<file path="src/hw/rtl/smpq_pkg.sv">
`timescale 1ns / 1ps
// ----------------------------------------------------------------------------
// smpq_pkg
// Shared codes and control types for the stable min-priority queue.
// ----------------------------------------------------------------------------
package smpq_pkg;

    // operation codes carried on i_func
    localparam logic FUNC_JOIN  = 1'b0;
    localparam logic FUNC_LEAVE = 1'b1;

    // result status codes
    localparam logic [1:0] STATUS_OK        = 2'd0;
    localparam logic [1:0] STATUS_UNDERFLOW = 2'd1;
    localparam logic [1:0] STATUS_OVERFLOW  = 2'd2;

    localparam int unsigned OUT_TAG_BITS = 16;
    localparam int unsigned PRI_BITS     = 32;

    // broadcast to every cell of the row
    typedef struct packed {
        logic shift_in;   // join that is taken: open a gap, drop the new word in
        logic shift_out;  // leave that is taken: every cell takes its right neighbour
    } t_cell_ctl;

endpackage

</file>
<file path="src/hw/rtl/smpq_cell.sv">
`timescale 1ns / 1ps
// ----------------------------------------------------------------------------
// smpq_cell
// One slot of the sorted row: holds a tag and a priority, decides locally
// whether a new word belongs in front of it, and shifts left or right.
// ----------------------------------------------------------------------------
module smpq_cell #(
    parameter int unsigned TAG_BITS = 16
) (
    input  logic                             i_clk,
    input  smpq_pkg::t_cell_ctl              i_ctl,
    input  logic                             i_valid,
    input  logic [TAG_BITS-1:0]              i_new_tag,
    input  logic signed [smpq_pkg::PRI_BITS-1:0] i_new_pri,
    input  logic                             i_prev_before,
    input  logic [TAG_BITS-1:0]              i_prev_tag,
    input  logic signed [smpq_pkg::PRI_BITS-1:0] i_prev_pri,
    input  logic [TAG_BITS-1:0]              i_next_tag,
    input  logic signed [smpq_pkg::PRI_BITS-1:0] i_next_pri,
    output logic [TAG_BITS-1:0]              o_tag,
    output logic signed [smpq_pkg::PRI_BITS-1:0] o_pri,
    output logic                             o_before
);
    import smpq_pkg::*;

    logic [TAG_BITS-1:0]        r_tag, n_tag;
    logic signed [PRI_BITS-1:0] r_pri, n_pri;

    // strict less: an equal priority queues behind the older word
    assign o_before = !i_valid || (i_new_pri < r_pri);

    always_comb begin
        n_tag = r_tag;
        n_pri = r_pri;
        if (i_ctl.shift_out) begin
            n_tag = i_next_tag;
            n_pri = i_next_pri;
        end else if (i_ctl.shift_in && o_before) begin
            if (i_prev_before) begin
                n_tag = i_prev_tag;
                n_pri = i_prev_pri;
            end else begin
                n_tag = i_new_tag;
                n_pri = i_new_pri;
            end
        end
    end

    always_ff @(posedge i_clk) begin
        r_tag <= n_tag;
        r_pri <= n_pri;
    end

    assign o_tag = r_tag;
    assign o_pri = r_pri;

endmodule

</file>
<file path="src/hw/rtl/stable_min_priority_queue.sv">
`timescale 1ns / 1ps
// ----------------------------------------------------------------------------
// stable_min_priority_queue
// Bounded min-priority queue with first-in tie break, built as a sorted row
// of cells.
// ----------------------------------------------------------------------------
// The block takes one word (join or leave) in every clock cycle: busy stays
// low, so start alone decides acceptance. The result of a word appears on the
// o_ ports with o_done high in the cycle after it was accepted, for that one
// cycle only; the receiver cannot stall it and must capture it then. All
// DEPTH cells of the row update at the same edge: each cell compares the
// incoming priority against its own and either holds, shifts right to open
// a gap, or shifts left on a removal. The row is kept sorted by priority with
// older words ahead of equal ones, so the minimum is always in cell 0.
// Occupancy is a fill count; no clearing pass follows reset.
// ----------------------------------------------------------------------------
module stable_min_priority_queue #(
    parameter int unsigned DEPTH    = 16,
    parameter int unsigned TAG_BITS = 16
) (
    input  logic                                  i_clk,
    input  logic                                  i_rst_n,
    input  logic                                  start,
    output logic                                  busy,
    input  logic                                  i_func,
    input  logic [smpq_pkg::OUT_TAG_BITS-1:0]     i_item_tag,
    input  logic signed [smpq_pkg::PRI_BITS-1:0]  i_item_priority,
    output logic                                  o_done,
    output logic [smpq_pkg::OUT_TAG_BITS-1:0]     o_removed_tag,
    output logic                                  o_removed_valid,
    output logic [smpq_pkg::OUT_TAG_BITS-1:0]     o_head_tag,
    output logic                                  o_queue_empty,
    output logic [1:0]                            o_status
);
    import smpq_pkg::*;

    localparam int unsigned CNT_BITS = $clog2(DEPTH + 1);

    // --- fill count ---------------------------------------------------------
    logic [CNT_BITS-1:0] r_count, n_count;
    logic                accept;
    logic                is_full, is_empty;

    assign busy     = 1'b0;   // a word every cycle
    assign accept   = start && !busy;
    assign is_full  = (r_count == CNT_BITS'(DEPTH));
    assign is_empty = (r_count == '0);

    // --- tag width conversion: stored at TAG_BITS, reported as low 16 ------
    logic [63:0]         in_tag_wide;
    logic [TAG_BITS-1:0] new_tag;
    assign in_tag_wide = 64'(i_item_tag);
    assign new_tag     = in_tag_wide[TAG_BITS-1:0];

    // --- cell control ------------------------------------------------------
    t_cell_ctl ctl;
    always_comb begin
        ctl.shift_in  = accept && (i_func == FUNC_JOIN)  && !is_full;
        ctl.shift_out = accept && (i_func == FUNC_LEAVE) && !is_empty;
    end

    // --- the row -----------------------------------------------------------
    logic [TAG_BITS-1:0]        c_tag    [DEPTH];
    logic signed [PRI_BITS-1:0] c_pri    [DEPTH];
    logic                       c_before [DEPTH];

    for (genvar g = 0; g < DEPTH; g++) begin : g_cell
        logic                       prev_before;
        logic [TAG_BITS-1:0]        prev_tag, next_tag;
        logic signed [PRI_BITS-1:0] prev_pri, next_pri;

        if (g == 0) begin : g_first
            // nothing ahead of cell 0: when it opens a gap it takes the new word itself
            assign prev_before = 1'b0;
            assign prev_tag    = new_tag;
            assign prev_pri    = i_item_priority;
        end else begin : g_mid
            assign prev_before = c_before[g-1];
            assign prev_tag    = c_tag[g-1];
            assign prev_pri    = c_pri[g-1];
        end

        if (g == DEPTH - 1) begin : g_last
            // freed slot at the tail; its content is dead
            assign next_tag = c_tag[g];
            assign next_pri = c_pri[g];
        end else begin : g_inner
            assign next_tag = c_tag[g+1];
            assign next_pri = c_pri[g+1];
        end

        smpq_cell #(
            .TAG_BITS (TAG_BITS)
        ) u_cell (
            .i_clk         (i_clk),
            .i_ctl         (ctl),
            .i_valid       (CNT_BITS'(g) < r_count),
            .i_new_tag     (new_tag),
            .i_new_pri     (i_item_priority),
            .i_prev_before (prev_before),
            .i_prev_tag    (prev_tag),
            .i_prev_pri    (prev_pri),
            .i_next_tag    (next_tag),
            .i_next_pri    (next_pri),
            .o_tag         (c_tag[g]),
            .o_pri         (c_pri[g]),
            .o_before      (c_before[g])
        );
    end

    // --- result, worked out from the row before it moves ------------------
    logic [TAG_BITS-1:0] n_removed_tag_w, n_head_tag_w;
    logic [63:0]         removed_wide, head_wide;
    logic [1:0]          n_status;
    logic                n_removed_valid;

    always_comb begin
        n_count         = r_count;
        n_status        = STATUS_OK;
        n_removed_valid = 1'b0;
        n_removed_tag_w = '0;
        n_head_tag_w    = is_empty ? '0 : c_tag[0];
        if (i_func == FUNC_JOIN) begin
            if (is_full) begin
                n_status = STATUS_OVERFLOW;
            end else begin
                n_count = r_count + CNT_BITS'(1);
                // cell 0 flags before when empty or beaten by the new word
                n_head_tag_w = c_before[0] ? new_tag : c_tag[0];
            end
        end else begin
            if (is_empty) begin
                n_status = STATUS_UNDERFLOW;
            end else begin
                n_count         = r_count - CNT_BITS'(1);
                n_removed_valid = 1'b1;
                n_removed_tag_w = c_tag[0];
                n_head_tag_w    = (r_count > CNT_BITS'(1)) ? c_tag[1] : '0;
            end
        end
    end

    assign removed_wide = 64'(n_removed_tag_w);
    assign head_wide    = 64'(n_head_tag_w);

    // --- output register ---------------------------------------------------
    logic                    r_done;
    logic [OUT_TAG_BITS-1:0] r_removed_tag, r_head_tag;
    logic                    r_removed_valid, r_queue_empty;
    logic [1:0]              r_status;

    always_ff @(posedge i_clk) begin
        if (!i_rst_n) begin
            r_count <= '0;
            r_done  <= 1'b0;
        end else begin
            r_done <= accept;
            if (accept) begin
                r_count <= n_count;
            end
        end
    end

    always_ff @(posedge i_clk) begin
        if (accept) begin
            r_removed_tag   <= removed_wide[OUT_TAG_BITS-1:0];
            r_removed_valid <= n_removed_valid;
            r_head_tag      <= head_wide[OUT_TAG_BITS-1:0];
            r_queue_empty   <= (n_count == '0);
            r_status        <= n_status;
        end
    end

    assign o_done          = r_done;
    assign o_removed_tag   = r_removed_tag;
    assign o_removed_valid = r_removed_valid;
    assign o_head_tag      = r_head_tag;
    assign o_queue_empty   = r_queue_empty;
    assign o_status        = r_status;

endmodule

</file>
<file path="config.mk">
export PLATFORM = sky130hd
export DESIGN_NAME = stable_min_priority_queue
export DESIGN_NICKNAME = d
export VERILOG_FILES = /design/src/hw/rtl/smpq_pkg.sv /design/src/hw/rtl/smpq_cell.sv /design/src/hw/rtl/stable_min_priority_queue.sv
export SDC_FILE = /design/constraint.sdc
export NUM_CORES = 2
export LEC_CHECK = 0
export BUFFER_PORTS_ARGS = -buffer_cell sky130_fd_sc_hd__buf_2
export CAP_MARGIN = 10
export CELL_PAD_IN_SITES_DETAIL_PLACEMENT = 1
export CELL_PAD_IN_SITES_GLOBAL_PLACEMENT = 1
export CORE_MARGIN = 8
export CORE_UTILIZATION = 50
export CTS_CLUSTER_DIAMETER = 60
export DETAILED_ROUTE_END_ITERATION = 8
export PLACE_DENSITY = 0.9
export SLEW_MARGIN = 20
export SYNTH_ARGS = -nofsm -noshare
export SYNTH_HDL_FRONTEND = slang
export SYNTH_SLANG_ARGS = --single-unit
</file>
<file path="constraint.sdc">
create_clock -name i_clk -period 7.3 [get_ports i_clk]
set_input_delay 0.73 -clock i_clk [delete_from_list [all_inputs] [get_ports i_clk]]
set_output_delay 0.73 -clock i_clk [all_outputs]
set_load 0.01 [all_outputs]
</file>
* Word level (Yosys, flattened, before mapping)
Cells that the tools add are included.
Operators by class: add/subtract/negate cells 2, multiply operators 0, divide/modulo/power cells 0, $lt $le $gt $ge 33, eq/ne operators 1, shifts and indexed selects 0, multiplexer cells 103, bitwise gates (word level) 2, reduce and logical (&&, ||, !) cells 72
Operators by type and width (number):
- $mux W32 | 45
- $mux W16 | 51
- $lt A32 B32 Y1 | 16
- $lt A4 B5 Y1 const A | 8
- $reduce_bool A2 Y1 | 15
- $logic_and A1 B1 Y1 | 20
- $lt A3 B5 Y1 const A | 4
- $logic_not A1 Y1 | 18
- $logic_or A1 B1 Y1 | 16
- $mux W5 | 3
- $logic_not A5 Y1 | 2
- $lt A1 B5 Y1 const A | 2
- $lt A2 B5 Y1 const A | 2
- $add A5 B1 Y5 const B | 1
- $eq A5 B5 Y1 const B | 1
- $gt A5 B1 Y1 const B | 1
- $sub A5 B1 Y5 const B | 1
- $mux W2 | 2
- $mux W1 | 2
- $not A1 Y1 | 2
- $reduce_and A2 Y1 | 1
Storage, ports and cells: bits in registers 810, latch bits 0, bits in writable memories 0, bits in read-only memories 0, input bits 52, memories 0

* Longest topological paths before layout
word-level depth 6, mapped depth 13

* Cells and area by module
From an unflattened synthesis, not the netlist that was laid out.
Second synthesis, totals: cell total of the unflattened synthesis 5434, area, all modules 54467.2 sq um
By module, submodules not included:
- smpq_cell | times used 16, cells each 327, area an instance 3263.1 sq um, seq. area each 1441.4 sq um
- stable_min_priority_queue | times used 1, cells each 202, area an instance 2257.2 sq um, seq. area each 1201.2 sq um

* Least setup slack after synthesis
No wires, ideal clock.
path kind input to register, start input port i_item_priority[5] (netlist bit), end register g_cell[7].u_cell.r_pri[0] (enable), setup time 0.520 ns, arrival time 5.923 ns, data required time 6.780 ns, path slack 0.856 ns, stages on the path 10, cell sequence ha_1 > a21o_1 > a221oi_1 > o21ai_1 > a311o_1 > a21oi_1 > o211ai_1 > buf_2 > buf_6 > o21ai_0
Between the ends: word-level cells in the longest chain between the ends 4
Ends and longest elaborated chain:
- start, declared | RTL line stable_min_priority_queue.sv:27 | input logic signed [smpq_pkg::PRI_BITS-1:0] i_item_priority,
- $lt A32 B32 Y1 | RTL line smpq_cell.sv:30 | assign o_before = !i_valid || (i_new_pri < r_pri);
- $logic_or A1 B1 Y1 | RTL line smpq_cell.sv:30
- $logic_and A1 B1 Y1 | RTL line smpq_cell.sv:38 | end else if (i_ctl.shift_in && o_before) begin
- $reduce_bool A2 Y1 (no line)
- end signal, assigned | RTL line smpq_cell.sv:51 | r_pri <= n_pri;
- end, declared | RTL line smpq_cell.sv:27 | logic signed [PRI_BITS-1:0] r_pri, n_pri;
Every way passes these cells. A chain may end at the register's enable or synchronous reset.

* Worst setup path after layout
start register r_count[2], end register g_cell[8].u_cell.r_pri[19] (enable)
Between the ends: word-level cells in the longest chain between the ends 5
Ends and longest elaborated chain:
- start, declared | RTL line stable_min_priority_queue.sv:40 | logic [CNT_BITS-1:0] r_count, n_count;
- start signal, assigned | RTL line stable_min_priority_queue.sv:159 | r_count <= n_count;
- $lt A4 B5 Y1 or $eq A5 B5 Y1 (tied branches) | RTL line stable_min_priority_queue.sv:97, stable_min_priority_queue.sv:46
- $logic_not A1 Y1 (on tied branches) | RTL line smpq_cell.sv:30, stable_min_priority_queue.sv:58
- $logic_or A1 B1 Y1 or $logic_and A1 B1 Y1 (tied branches) | RTL line smpq_cell.sv:30, stable_min_priority_queue.sv:58
- $logic_and A1 B1 Y1 | RTL line smpq_cell.sv:38
- $reduce_bool A2 Y1 (no line) (*)
- end signal, assigned | RTL line smpq_cell.sv:51
- end, declared | RTL line smpq_cell.sv:27
Every way passes the cells marked *; elsewhere a longest branch is shown, timed or not.

==> qor.txt <==
Worst Reg-to-Reg Cells -> 11
Most used DFF post-synth -> edfxtp_1
Fraction of layout cells with a size suffix above 1 -> 0.107
Global Route Usage Sum -> 0.336
Pleak -> 23.8 nW
Hold_buf cts -> 0
CTS sink count -> 810
Avg Vias per Cell -> 7.08
GPL Wtd Cong -> 0.934
Crit Path Category -> reg2reg
Arr. time, crit path -> 5920 ps
Crit path time final -> 5550 ps
Worst r2r src -> r_count[2]
Total CTS buffers -> 98
Slowest cell on the critical path -> nor3_2
Clock Power Share -> 0.316
CP Capture Type -> register
Hold Path Depth -> 2
Max Slew Vio Count -> 0
Row cnt -> 122
TritonCTS clock tree -> done
Detailed Route Iter0 Violations -> 6,468
Io pins -> 90
Post-Synthesis Cell Area -> 55,200 um^2
#FFs+latches synth -> 810
PD cells -> 264 nW/um^2
Worst path most repeated cell -> buf_4
Drt first pass iters -> 6
Filler cell count -> 12,000
CTS root buf -> clkbuf_16
Crit path cell chain -> o31ai_1, a22oi_2, nand4_1, nor3_2, o2111ai_4, buf_4, and2_2, buf_4, nand3_1, nand2_2, buf_4
Seq/Total Area, Yosys -> 0.439
Sw Share -> 0.354
Max cap viols -> 0
Final Setup Violations -> 0
Peak VDD IR -> 0.219 mV
Worst skew pair latency -> 750 ps
First-pass GRT wire length -> 322 mm
Number of synthesized flops with an enable pin -> 804
Reg power frac -> 0.415
Worst Clk Skew -> 69.5 ps
CP startpoint -> r_count[2]
Largest net degree at the start of global routing -> 201
Crit path max-delay family -> simple AND/OR/NAND/NOR gates
Resized cells post-CTS -> 0
IO buf count -> 88
DR vias -> 50,100
GR Util met2 -> 0.546
Met1 Track Usage GR -> 0.399
Dpl cells -> 6,889
Dpl hpwl -> 133 mm
Area occupied by multi-input gates -> 27,500 um^2
GRT overflow -> 0
Clock buffer depth -> 3
Final worst-path cycle share -> 0.760
Register-to-Register Setup Slack -> 1750 ps
Clock-pin slew on the worst setup and hold paths -> 70 ps
Final worst slack -> 1750 ps
Htree depth -> 3
Int Pwr -> 10.2 mW
Core box area -> 110,000 um^2
Die X -> 348 um
Post-DRT Antenna Nets -> 0
DR WL/cell -> 30.1 um
CP startpoint kind -> register
Crit path max fanout -> 49
HP Start -> i_rst_n
P_sw -> 5.61 mW
Critical path buffers and inverters -> 3
Fmax -> 180 MHz
Worst Path Required -> 7670 ps
Unrepaired setup endpoints after global routing -> false
Vias in the first global route -> 53,100
Hold path endpoint -> r_count[0]
Initial antenna violation count -> 14
Pwr Total -> 15.8 mW
GRT Max-Usage Layer -> met2
Endpoints failing hold -> 0
DIE AREA -> 121,000 um^2
Crit-path max cell delay -> 800 ps
Post-place setup slack -> 1600 ps
Synth async-reset ratio -> 0
M3 GR Usage -> 0.0729
Starting density of the core -> 0.502
Syn Inst Count -> 5,672
Worst-margin pin slew -> 1280 ps
Post CTS Setup Buffer Count -> 0
Rel. slew slack -> 0.121
Count of cell types in the netlist -> 81
Yosys warns -> 0
Setup TNS -> 0 ps
Vert. Die Dim -> 348 um
Combinational power share -> 0.269
Area growth, synth to finish -> 8.65%
Final Non-Filler Cells -> 7,077
Syn Nets -> 6,223
DRC -> 0
Min-Delay Path Class -> in2reg
Drt total wl -> 213 mm
Syn Area/Cell -> 9.74 um^2
R2R Path End -> g_cell[8].u_cell.o_pri[19]
Worst hold margin -> 288 ps
Register area -> 24,300 um^2
Status -> complete, no violations
Final nets -> 6,053
[cell usage in the layout, fill, tap and decap left out, drive strengths merged, types with 20 or more instances in the layout]
| cell | netlist | layout |
|---|---|---|
| and4 | 22 | 22 |
| or3b | 193 | 193 |
| buf | 90 | 184 |
| o221ai | 133 | 133 |
| o211ai | 205 | 205 |
| nand2 | 530 | 530 |
| and3 | 20 | 20 |
| a32oi | 47 | 47 |
| mux2 | 48 | 48 |
| clkinv | 0 | 42 |
| a21o | 134 | 134 |
| a211oi | 21 | 21 |
| a31oi | 198 | 198 |
| a41oi | 69 | 69 |
| edfxtp | 804 | 804 |
| mux2i | 211 | 211 |
| clkbuf | 365 | 117 |
| ha | 499 | 499 |
| nand3 | 295 | 295 |
| nor3 | 29 | 29 |
| a21oi | 229 | 229 |
| nor2b | 27 | 27 |
| nand4 | 89 | 89 |
| o21ai | 451 | 451 |
| nor2 | 298 | 298 |
| inv | 520 | 524 |
[cell usage after synthesis (7+ instances only)]
library cell,number,area [um^2]
ha_1,499,6240
or3b_1,23,201
o211ai_1,204,1530
mux2i_1,210,2100
clkbuf_1,365,1370
nand3_1,294,1470
o2111ai_1,7,61.3
a21o_1,134,1010
nor4_1,8,50.1
o21ai_0,424,2120
nor2_1,297,1110
nand2b_1,18,113
and3_1,20,125
o21ai_1,27,135
o221ai_1,132,1160
buf_6,13,146
a41oi_1,67,587
a221oi_1,14,123
nand2_1,530,1990
and4_1,22,193
a2111oi_0,12,105
or3b_2,170,1490
a32oi_1,47,412
buf_4,13,97.6
nor3_1,28,140
nand4_1,89,557
a211oi_1,16,120
a21oi_1,229,1150
mux2_2,39,439
mux2_1,9,101
a31oi_1,198,1240
o21a_1,7,52.6
inv_1,520,1950
buf_2,49,245
edfxtp_1,804,24100
nor2b_1,27,169
buf_1,15,56.3
[flip-flops by register name, indices dropped and copies added (netlist names)]
name	count
o_status	2
r_count	5
o_head_tag	16
g_cell.u_cell.o_tag	256
o_done	1
o_removed_tag	16
o_queue_empty	1
o_removed_valid	1
g_cell.u_cell.o_pri	512
[area by class of cell]
| cell class | instances | area share |
|---|---|---|
| diodes | 11 | 0.000459 |
| clock buffers | 116 | 0.0420 |
| clock inverters | 60 | 0.0110 |
| inverters | 520 | 0.0325 |
| multi-input cells | 3887 | 0.458 |
| flip-flops and latches | 810 | 0.404 |
| well taps | 1488 | 0.0310 |
| repair buffers | 185 | 0.0206 |
[power by group through the flow]
stage | logic (mW) | registers [mW] | clock network (mW)
after detailed placement | 4.00 | 6.62 | 0
after floorplan | 2.64 | 6.44 | 0
after global placement | 3.68 | 6.59 | 0
final | 4.27 | 6.57 | 5.01
after global routing | 4.54 | 6.62 | 5.17
after CTS | 4.12 | 6.55 | 5.01
[through the flow]
step	utilization	area (um^2)
2_1_floorplan	-	55200
3_3_place_gp	0.516	56700
3_5_place_dp	0.516	56800
4_1_cts	0.545	59900
5_1_grt	0.545	60000
6_report	0.545	60000
[worst max-delay path by stage]
stage / to / slack [ps] / depth (start not counted)
6_report: g_cell[8].u_cell.o_pri[19] / 1750 / 11
5_1_grt: g_cell[8].u_cell.o_pri[19] / 1760 / 11
4_1_cts: g_cell[8].u_cell.o_pri[19] / 2150 / 11
3_5_place_dp: g_cell[8].u_cell.o_pri[15] / 1600 / 12
3_3_place_gp: g_cell[8].u_cell.o_pri[14] / 1490 / 13
2_1_floorplan: g_cell[7].u_cell.o_pri[0] / 860 / 10
[logic make-up (layout without fill, tap and decap cells)]
family,Yosys count,after routing,synth area share
AO/OA/AOI/OAI,1571,1571,0.187
XOR/XNOR,2,2,0.000317
adder cells (fa/ha/maj),499,499,0.113
buffers and inverters,975,881,0.0700
flip-flops,810,810,0.439
multiplexers,259,259,0.0481
other,1,12,0.0000679
AND/OR/NAND/NOR,1555,1555,0.142
[metal layers]
metal | vias to the layer above | part of all wire
met4 | 4 | 0.076
met1 | 24800 | 0.36
met2 | 3476 | 0.46
met3 | 911 | 0.10
met5 | - | 0.00013
li1 | 20900 | -
(Power assumes the default switching activity.)
